===== src/hw/rtl/ipsh_pkg.sv =====
`default_nettype none

package ipsh_pkg;

	localparam int unsigned TEMP_W  = 10;
	localparam int unsigned MEAS_W  = 16;
	localparam int unsigned GAIN_W  = 16;
	localparam int unsigned ERR_W   = 11;
	localparam int unsigned ACC_W   = 12;
	localparam int unsigned LEVEL_W = 7;
	localparam int unsigned STEP_W  = 6;
	localparam int unsigned ADDR_W  = 4;
	localparam int unsigned DATA_W  = 32;

	localparam logic [TEMP_W-1:0]  TEMP_MAX    = 10'd999;
	localparam logic [ACC_W-1:0]   ACC_MAX     = 12'd3999;
	localparam logic [LEVEL_W-1:0] PWM_PERIOD  = 7'd50;
	localparam logic [STEP_W-1:0]  PWM_LAST    = 6'd49;

	// Level is acc / 40: drop three bits, then divide by five with 205 / 1024.
	localparam logic [7:0] RECIP_FIVE = 8'd205;

	localparam logic [TEMP_W-1:0] TARGET_RST = 10'd200;
	localparam logic [GAIN_W-1:0] PROP_RST   = 16'hFF6A;
	localparam logic [GAIN_W-1:0] INTEG_RST  = 16'hFFFF;
	localparam logic [GAIN_W-1:0] DERIV_RST  = 16'h00C8;

	// Register indexes, taken from paddr[3:2].
	localparam logic [1:0] REG_TARGET = 2'd0;
	localparam logic [1:0] REG_PROP   = 2'd1;
	localparam logic [1:0] REG_INTEG  = 2'd2;
	localparam logic [1:0] REG_DERIV  = 2'd3;

	localparam logic CMD_SAMPLE = 1'b0;
	localparam logic CMD_TICK   = 1'b1;

	typedef struct packed {
		logic [ACC_W-1:0]          acc;
		logic signed [ERR_W-1:0]   err;
		logic [LEVEL_W-1:0]        level;
		logic [TEMP_W-1:0]         temp;
	} pid_upd_t;

endpackage

`default_nettype wire


===== src/hw/rtl/ipsh_if.sv =====
`default_nettype none

interface ipsh_in_if;
	logic        valid;
	logic        ready;
	logic        cmd;
	logic [15:0] measured_temp;

	modport source (output valid, output cmd, output measured_temp, input ready);
	modport sink   (input valid, input cmd, input measured_temp, output ready);
endinterface

interface ipsh_out_if;
	logic       valid;
	logic       ready;
	logic       heater_one_on;
	logic       heater_two_on;
	logic [6:0] drive_level;
	logic [9:0] clamped_temp;

	modport source (output valid, output heater_one_on, output heater_two_on,
		output drive_level, output clamped_temp, input ready);
	modport sink   (input valid, input heater_one_on, input heater_two_on,
		input drive_level, input clamped_temp, output ready);
endinterface

`default_nettype wire


===== src/hw/rtl/incremental_pid_split_heater_pwm.sv =====
// Incremental PID temperature loop with split PWM drive for two heaters.
// Requests arrive on sample_in: cmd 0 carries a new temperature sample,
// cmd 1 is a PWM time tick. Every request gives exactly one result on
// result_out with both heater drive bits, the heater level and the last
// clamped temperature.
// A request is held in an input register; the PID update or the PWM step
// is worked out there in a single pass, and the result is then loaded
// into the output register. One request per cycle is sustained while
// the receiver takes every result. The three gain multiplies and the
// divide by 40 sit between these two registers. If the receiver stalls,
// the result is held; the input register takes one more request if it
// is empty, and once it holds one, sample_in.ready drops until the result
// is taken. The user writes gains and the target over the APB port only
// while no request is in flight; the block does not enforce this. Reset
// (arst_n low) restores the default gains and target and clears
// accumulator, errors, level, PWM step and heater drive.
`default_nettype none

module incremental_pid_split_heater_pwm (
	input  wire logic                          clk,
	input  wire logic                          arst_n,
	ipsh_in_if.sink                            sample_in,
	ipsh_out_if.source                         result_out,
	input  wire logic                          psel,
	input  wire logic                          penable,
	input  wire logic                          pwrite,
	input  wire logic [ipsh_pkg::ADDR_W-1:0]   paddr,
	input  wire logic [ipsh_pkg::DATA_W-1:0]   pwdata,
	output logic [ipsh_pkg::DATA_W-1:0]        prdata,
	output logic                               pready
);
	import ipsh_pkg::*;

	logic [TEMP_W-1:0]         target_q;
	logic signed [GAIN_W-1:0]  prop_q;
	logic signed [GAIN_W-1:0]  integ_q;
	logic signed [GAIN_W-1:0]  deriv_q;

	logic [ACC_W-1:0]          acc_q;
	logic signed [ERR_W-1:0]   err_last_q;
	logic signed [ERR_W-1:0]   err_prior_q;
	logic [LEVEL_W-1:0]        level_q;
	logic [STEP_W-1:0]         step_q;
	logic [1:0]                drive_q;
	logic [TEMP_W-1:0]         temp_q;

	logic                      valid_s1;
	logic                      cmd_s1;
	logic [MEAS_W-1:0]         meas_s1;

	logic                      out_valid_q;
	logic                      heater_one_q;
	logic                      heater_two_q;
	logic [LEVEL_W-1:0]        level_out_q;
	logic [TEMP_W-1:0]         temp_out_q;

	logic                      advance;
	logic                      cfg_write;
	pid_upd_t                  upd;
	logic [LEVEL_W-1:0]        h1_lim;
	logic [LEVEL_W-1:0]        h2_lim;
	logic [1:0]                tick_drive;
	logic [STEP_W-1:0]         tick_step;

	assign pready    = 1'b1;
	assign cfg_write = psel && penable && pwrite;

	always_comb begin
		case (paddr[3:2])
			REG_TARGET: prdata = DATA_W'(target_q);
			REG_PROP:   prdata = DATA_W'(prop_q);
			REG_INTEG:  prdata = DATA_W'(integ_q);
			REG_DERIV:  prdata = DATA_W'(deriv_q);
			default:    prdata = '0;
		endcase
	end

	always_ff @(posedge clk or negedge arst_n) begin
		if (!arst_n) begin
			target_q <= TARGET_RST;
			prop_q   <= PROP_RST;
			integ_q  <= INTEG_RST;
			deriv_q  <= DERIV_RST;
		end else if (cfg_write) begin
			case (paddr[3:2])
				REG_TARGET: target_q <= pwdata[TEMP_W-1:0];
				REG_PROP:   prop_q   <= pwdata[GAIN_W-1:0];
				REG_INTEG:  integ_q  <= pwdata[GAIN_W-1:0];
				REG_DERIV:  deriv_q  <= pwdata[GAIN_W-1:0];
				default: begin
				end
			endcase
		end
	end

	assign advance         = valid_s1 && (!out_valid_q || result_out.ready);
	assign sample_in.ready = !valid_s1 || advance;

	always_ff @(posedge clk or negedge arst_n) begin
		if (!arst_n) begin
			valid_s1 <= 1'b0;
		end else if (sample_in.ready) begin
			valid_s1 <= sample_in.valid;
		end
	end

	always_ff @(posedge clk) begin
		if (sample_in.ready && sample_in.valid) begin
			cmd_s1  <= sample_in.cmd;
			meas_s1 <= sample_in.measured_temp;
		end
	end

	ipsh_pid_calc u_pid_calc (
		.measured_temp (meas_s1),
		.target_temp   (target_q),
		.prop_gain     (prop_q),
		.integ_gain    (integ_q),
		.deriv_gain    (deriv_q),
		.acc           (acc_q),
		.err_last      (err_last_q),
		.err_prior     (err_prior_q),
		.upd           (upd)
	);

	// Heater one takes the level up to 50, heater two the rest.
	always_comb begin
		if (level_q > PWM_PERIOD) begin
			h1_lim = PWM_PERIOD;
			h2_lim = level_q - PWM_PERIOD;
		end else begin
			h1_lim = level_q;
			h2_lim = '0;
		end
		tick_drive[0] = LEVEL_W'(step_q) < h1_lim;
		tick_drive[1] = LEVEL_W'(step_q) < h2_lim;
		tick_step     = (step_q >= PWM_LAST) ? '0 : step_q + STEP_W'(1);
	end

	always_ff @(posedge clk or negedge arst_n) begin
		if (!arst_n) begin
			acc_q       <= '0;
			err_last_q  <= '0;
			err_prior_q <= '0;
			level_q     <= '0;
			step_q      <= '0;
			drive_q     <= '0;
			temp_q      <= '0;
		end else if (advance) begin
			if (cmd_s1 == CMD_SAMPLE) begin
				acc_q       <= upd.acc;
				err_last_q  <= upd.err;
				err_prior_q <= err_last_q;
				level_q     <= upd.level;
				temp_q      <= upd.temp;
			end else if (level_q == '0) begin
				drive_q <= '0;
			end else begin
				drive_q <= tick_drive;
				step_q  <= tick_step;
			end
		end
	end

	always_ff @(posedge clk or negedge arst_n) begin
		if (!arst_n) begin
			out_valid_q <= 1'b0;
		end else if (advance) begin
			out_valid_q <= 1'b1;
		end else if (result_out.ready) begin
			out_valid_q <= 1'b0;
		end
	end

	always_ff @(posedge clk) begin
		if (advance) begin
			if (cmd_s1 == CMD_SAMPLE) begin
				heater_one_q <= drive_q[0];
				heater_two_q <= drive_q[1];
				level_out_q  <= upd.level;
				temp_out_q   <= upd.temp;
			end else begin
				heater_one_q <= (level_q != '0) && tick_drive[0];
				heater_two_q <= (level_q != '0) && tick_drive[1];
				level_out_q  <= level_q;
				temp_out_q   <= temp_q;
			end
		end
	end

	assign result_out.valid         = out_valid_q;
	assign result_out.heater_one_on = heater_one_q;
	assign result_out.heater_two_on = heater_two_q;
	assign result_out.drive_level   = level_out_q;
	assign result_out.clamped_temp  = temp_out_q;

endmodule

`default_nettype wire


===== src/hw/rtl/ipsh_pid_calc.sv =====
`default_nettype none

module ipsh_pid_calc (
	input  wire logic [ipsh_pkg::MEAS_W-1:0]          measured_temp,
	input  wire logic [ipsh_pkg::TEMP_W-1:0]          target_temp,
	input  wire logic signed [ipsh_pkg::GAIN_W-1:0]   prop_gain,
	input  wire logic signed [ipsh_pkg::GAIN_W-1:0]   integ_gain,
	input  wire logic signed [ipsh_pkg::GAIN_W-1:0]   deriv_gain,
	input  wire logic [ipsh_pkg::ACC_W-1:0]           acc,
	input  wire logic signed [ipsh_pkg::ERR_W-1:0]    err_last,
	input  wire logic signed [ipsh_pkg::ERR_W-1:0]    err_prior,
	output ipsh_pkg::pid_upd_t                        upd
);
	import ipsh_pkg::*;

	localparam int unsigned DE_W  = ERR_W + 1;
	localparam int unsigned DD_W  = ERR_W + 2;
	localparam int unsigned SUM_W = GAIN_W + DD_W + 2;

	logic [TEMP_W-1:0]          temp;
	logic signed [ERR_W-1:0]    err;
	logic signed [DE_W-1:0]     d_err;
	logic signed [DD_W-1:0]     dd_err;
	logic signed [SUM_W-1:0]    p_prop;
	logic signed [SUM_W-1:0]    p_integ;
	logic signed [SUM_W-1:0]    p_deriv;
	logic signed [SUM_W-1:0]    sum;
	logic [ACC_W-1:0]           acc_new;
	logic [16:0]                quot;

	assign temp = (measured_temp > MEAS_W'(TEMP_MAX)) ? TEMP_MAX : measured_temp[TEMP_W-1:0];
	assign err  = $signed({1'b0, temp}) - $signed({1'b0, target_temp});

	assign d_err  = DE_W'(err) - DE_W'(err_last);
	assign dd_err = DD_W'(err) - (DD_W'(err_last) <<< 1) + DD_W'(err_prior);

	assign p_prop  = SUM_W'(prop_gain)  * SUM_W'(d_err);
	assign p_integ = SUM_W'(integ_gain) * SUM_W'(err);
	assign p_deriv = SUM_W'(deriv_gain) * SUM_W'(dd_err);

	assign sum = p_prop + p_integ + p_deriv + SUM_W'($signed({1'b0, acc}));

	always_comb begin
		if (sum < 0) begin
			acc_new = '0;
		end else if (sum > SUM_W'($signed({1'b0, ACC_MAX}))) begin
			acc_new = ACC_MAX;
		end else begin
			acc_new = sum[ACC_W-1:0];
		end
	end

	assign quot = 17'(acc_new[ACC_W-1:3]) * 17'(RECIP_FIVE);

	assign upd.acc   = acc_new;
	assign upd.err   = err;
	assign upd.level = quot[16:10];
	assign upd.temp  = temp;

endmodule

`default_nettype wire

===== src/flat_wrapper.sv =====
// flat-port wrapper written by rule: the top's interface ports become plain ports
module incremental_pid_split_heater_pwm_flat import ipsh_pkg::*;
  (clk, arst_n, psel, penable, pwrite, paddr, pwdata, prdata, pready, sample_in_valid, sample_in_cmd, sample_in_measured_temp, sample_in_ready, result_out_valid, result_out_heater_one_on, result_out_heater_two_on, result_out_drive_level, result_out_clamped_temp, result_out_ready);
  ipsh_in_if sample_in_i ();
  ipsh_out_if result_out_i ();
  input  wire logic clk;
  input  wire logic arst_n;
  input  wire logic psel;
  input  wire logic penable;
  input  wire logic pwrite;
  input  wire logic [ipsh_pkg::ADDR_W-1:0] paddr;
  input  wire logic [ipsh_pkg::DATA_W-1:0] pwdata;
  output logic [ipsh_pkg::DATA_W-1:0] prdata;
  output logic pready;
  input wire logic [$bits(sample_in_i.valid)-1:0] sample_in_valid;
  input wire logic [$bits(sample_in_i.cmd)-1:0] sample_in_cmd;
  input wire logic [$bits(sample_in_i.measured_temp)-1:0] sample_in_measured_temp;
  output wire logic [$bits(sample_in_i.ready)-1:0] sample_in_ready;
  output wire logic [$bits(result_out_i.valid)-1:0] result_out_valid;
  output wire logic [$bits(result_out_i.heater_one_on)-1:0] result_out_heater_one_on;
  output wire logic [$bits(result_out_i.heater_two_on)-1:0] result_out_heater_two_on;
  output wire logic [$bits(result_out_i.drive_level)-1:0] result_out_drive_level;
  output wire logic [$bits(result_out_i.clamped_temp)-1:0] result_out_clamped_temp;
  input wire logic [$bits(result_out_i.ready)-1:0] result_out_ready;
  assign sample_in_i.valid = sample_in_valid;
  assign sample_in_i.cmd = sample_in_cmd;
  assign sample_in_i.measured_temp = sample_in_measured_temp;
  assign sample_in_ready = sample_in_i.ready;
  assign result_out_valid = result_out_i.valid;
  assign result_out_heater_one_on = result_out_i.heater_one_on;
  assign result_out_heater_two_on = result_out_i.heater_two_on;
  assign result_out_drive_level = result_out_i.drive_level;
  assign result_out_clamped_temp = result_out_i.clamped_temp;
  assign result_out_i.ready = result_out_ready;
  incremental_pid_split_heater_pwm u_core (.clk(clk), .arst_n(arst_n), .sample_in(sample_in_i), .result_out(result_out_i), .psel(psel), .penable(penable), .pwrite(pwrite), .paddr(paddr), .pwdata(pwdata), .prdata(prdata), .pready(pready));
endmodule

===== config.mk =====
export PLATFORM = sky130hd
export DESIGN_NAME = incremental_pid_split_heater_pwm_flat
export DESIGN_NICKNAME = d
export VERILOG_FILES = /design/src/hw/rtl/ipsh_pkg.sv /design/src/hw/rtl/ipsh_if.sv /design/src/hw/rtl/incremental_pid_split_heater_pwm.sv /design/src/hw/rtl/ipsh_pid_calc.sv /design/src/flat_wrapper.sv
export SDC_FILE = /design/constraint.sdc
export NUM_CORES = 2
export LEC_CHECK = 0
export BUFFER_PORTS_ARGS = -buffer_cell sky130_fd_sc_hd__buf_2
export CAP_MARGIN = 10
export CORE_MARGIN = 2
export CORE_UTILIZATION = 55
export DETAILED_ROUTE_END_ITERATION = 12
export GPL_ROUTABILITY_DRIVEN = 0
export PLACE_DENSITY = 0.75
export SYNTH_ARGS = -nofsm -noshare
export SYNTH_HDL_FRONTEND = slang
export SYNTH_SLANG_ARGS = --single-unit
export TNS_END_PERCENT = 100

===== constraint.sdc =====
create_clock -name clk -period 16.83 [get_ports clk]
set_input_delay 2.5245 -clock clk [delete_from_list [all_inputs] [get_ports clk]]
set_output_delay 2.5245 -clock clk [all_outputs]
set_load 0.02 [all_outputs]

==> impl_metrics.py <==
metrics = {
    "run_status": {
        "outcome": "finished, final reports clean",
    },
    "drt": {
        "drc_errors": 0,
        "drt_iter0_markers": 1478,
        "finalWirelength_mm": 78.2,
        "drt-pass1-iter-count": 7,
        "wl_per_cell_um": 18.5,
        "vias_per_cell": 5.45,
        "antenna_left": 0,
        "num_vias": 23100,
    },
    "yosys": {
        "ys_seq_area_share_pct": 12.6,
        "syn-cell-area_um2": 32600,
        "synth_fp_nets": 4394,
        "synth-seq-cells": 155,
        "syn-instance-count": 3404,
        "synth_top_flop_cell": "dfrtp_1",
        "synth.distinct_cells": 72,
        "synth_edf_count": 36,
        "synth.avg_cell_area_um2": 9.58,
        "yosysWarningCount": 0,
        "synthArstFlopShare_pct": 76.8,
    },
    "worst_hold_path": {
        "hold_class": "flip-flop to flip-flop",
        "worstHoldPathCells": 2,
        "worst_hold_startpoint": "u_core.err_last_q[1]$_DFFE_PN0P_",
    },
    "global_route": {
        "antenna_found_initial": 1,
        "grt_max_degree": 70,
        "grt_pass1_vias": 24700,
        "grt_first_pass_wirelength_mm": 130,
        "grt_use_total_pct": 27.3,
        "grt_overflow_total": 0,
    },
    "worst_setup_path": {
        "rr_worst_depth": 60,
        "crit_start": "u_core.meas_s1[15]$_DFFE_PP_",
        "worstSetupPathType": "flip-flop to flip-flop",
        "regToRegStartpoint": "u_core.meas_s1[15]$_DFFE_PP_",
        "crit_family": "adder cells",
        "path_buf_inv": 8,
        "critical-path-slowest-cell": "fa_1",
        "max_stage_delay_ns": 0.55,
        "worstSetupEndpointType": "flip-flop",
        "cp-start-kind": "flip-flop",
        "crit_required_ns": 17.00,
        "crit_fanout": 11,
        "critPathArrivalTime_ns": 16.16,
        "crit_top_cell": "fa_1",
        "crit_cells": 60,
    },
    "finish": {
        "final_nets": 4440,
        "fillers": 4839,
        "final_common_cell": "inv_1",
        "design_area_um2": 34900,
        "drive_gt1_share_pct": 11.5,
        "layout_common_cells": "inv_1, fa_1, nand2_1, ha_1, and2_1",
        "syn2layout_area_growth_pct": 6.97,
        "fin_util_pct": 59.4,
    },
    "floorplan": {
        "start_util_pct": 55.5,
        "rows": 89,
        "coreArea_um2": 58800,
        "fp.dieW_um": 248,
        "die_area_um2": 61300,
        "dieHeight_um": 248,
        "io_pins": 114,
    },
    "timing": {
        "fin_worst_skew_ns": 0.0243,
        "tightest_slew_ns": 1.08,
        "setup_violations": 0,
        "whs_ns": 0.487,
        "slew_headroom_pct": 27.3,
        "min_period_over_period_pct": 95.0,
        "maxSlewViolCount": 0,
        "fmax_mhz": 62.5,
        "finalHoldViolations": 0,
        "layout_min_cycle_time_ns": 15.99,
    },
    "clocking": {
        "cts_buffers": 17,
        "root_buffer": "clkbuf_16",
        "clkLatencyLatePin_ns": 0.46,
        "h-tree-depth": 4,
        "path_clk_slew_ns": 0.08,
        "cts_tree": "yes",
        "cts.path.max_buffers": 2,
        "clock-sinks": 155,
    },
    "place": {
        "post_dp_cell_area_um2": 34000,
        "port-buffer-count": 94,
        "dp_hpwl_mm": 65.8,
    },
    "run": {
        "drv_cap": 0,
    },
}
cell families after synthesis:
logic type      Yosys count  share of synthesized area [%]
compound gates          294                           5.80
fa+ha+maj               930                           51.8
simple gates            867                           13.0
buf+inv                1012                           11.9
mux                      89                           3.40
flops                   155                           12.6
other cells               1                         0.0115
xor+xnor                 56                           1.50
sequential cells by signal, indices dropped and copies added, names as in the netlist:
signal / cells
u_core.deriv_q: 16
u_core.integ_q: 16
u_core.meas_s1: 16
u_core.prop_q: 16
u_core.acc_q: 12
u_core.err_last_q: 11
u_core.err_prior_q: 11
u_core.result_out.clamped_temp: 10
u_core.target_q: 10
u_core.temp_q: 10
u_core.level_q: 7
u_core.result_out.drive_level: 7
u_core.step_q: 6
u_core.drive_q: 2
u_core.cmd_s1: 1
u_core.result_out.heater_one_on: 1
u_core.result_out.heater_two_on: 1
u_core.result_out.valid: 1
u_core.valid_s1: 1
timing repair:
action,in CTS,in global routing
endpoints found under the setup margin,13,14
gates cloned,0,1
hold buffers,0,0
setup buffers,1,4
pin swaps,1,7
resized for setup,3,57
metal layers:
metal / global-route usage, % / wire length [um] / share of wire [%] / up-vias
met3: 5.36 / 6600 / 8.4 / 159
met1: 37.5 / 32300 / 41 / 11900
met2: 44.2 / 37000 / 47 / 860
met4: 8.17 / 2270 / 2.9 / 0
li1: - / - / - / 10200
met5: 0 / 0 / 0 / -
final timing paths:
check,slack (ns),endpoint
min in group asynchronous,2.06,u_core.acc_q[11]$_DFFE_PN0P_
max,0.84,u_core.result_out.drive_level[5]$_DFFE_PP_
min,0.49,u_core.err_last_q[1]$_DFFE_PN0P_
max reg2reg,0.84,u_core.result_out.drive_level[5]$_DFFE_PP_
min reg2reg,0.49,u_core.err_last_q[1]$_DFFE_PN0P_
max in group asynchronous,13.57,u_core.deriv_q[10]$_DFFE_PN0P_
worst min-delay path: cells and delay by family, from the launching register on:
family / cells / cell delay, ns
compound gates: 1 / 0.06
flops: 1 / 0.35
simple gates: 1 / 0.05
synth_stat cells, types with 3 or more instances:
master | number | area [um^2]
a22o_1 | 7 | 61.3
o31ai_1 | 15 | 113
buf_4 | 18 | 135
and3_1 | 6 | 37.5
o21ai_0 | 94 | 470
o21ai_1 | 5 | 25.0
inv_1 | 876 | 3290
mux4_2 | 10 | 225
a311oi_1 | 3 | 26.3
fa_1 | 703 | 14100
nor3b_1 | 4 | 30.0
o21bai_1 | 6 | 45.0
or2_2 | 38 | 238
edfxtp_1 | 36 | 1080
clkbuf_1 | 114 | 428
o2111ai_1 | 4 | 35.0
nand2_1 | 394 | 1480
nand3_1 | 16 | 80.1
nor3_1 | 16 | 80.1
a21oi_1 | 56 | 280
nor4_1 | 4 | 25.0
o211ai_1 | 3 | 22.5
a21o_1 | 37 | 278
buf_1 | 3 | 11.3
mux2_2 | 74 | 833
o21a_1 | 12 | 90.1
nand4_1 | 3 | 18.8
ha_1 | 227 | 2840
and2_1 | 200 | 1250
dfrtp_1 | 85 | 2130
nor2b_1 | 45 | 282
a21boi_0 | 9 | 67.6
o211a_1 | 3 | 30.0
or3_1 | 10 | 62.6
nor4b_1 | 3 | 26.3
nor2_1 | 79 | 297
a211oi_1 | 7 | 52.6
dfstp_2 | 34 | 893
a31oi_1 | 10 | 62.6
nand2b_1 | 39 | 244
xnor2_1 | 36 | 315
mux2i_1 | 5 | 50.1
xor2_1 | 20 | 175
a2111oi_0 | 3 | 26.3
cell type report:
class                           count  area, um^2  share of cell area [%]
Tap cell                          773         967                    2.77
Sequential cell                   155        4100                    11.8
Multi-Input combinational cell   2238       24900                    71.4
Clock buffer                       17         425                    1.22
Clock inverter                     15         189                   0.541
Inverter                          876        3290                    9.42
Antenna cell                        1        2.50                 0.00717
Timing Repair Buffer              162        1000                    2.88
per-stage QoR:
stage / std cells / TNS (ns) / setup slack, ns
after global routing: 4237 / -0.0562 / -0.0307
after floorplan: 3404 / 0 / 1.17
after global placement: 4198 / -0.00942 / -0.00942
after detailed placement: 4198 / -0.420 / -0.215
final: 4237 / 0 / 0.840
after CTS: 4231 / 0 / 0.0739
Power is not shown: default switching activity piles up to over one toggle a cycle in this logic, so the estimate is an artifact.
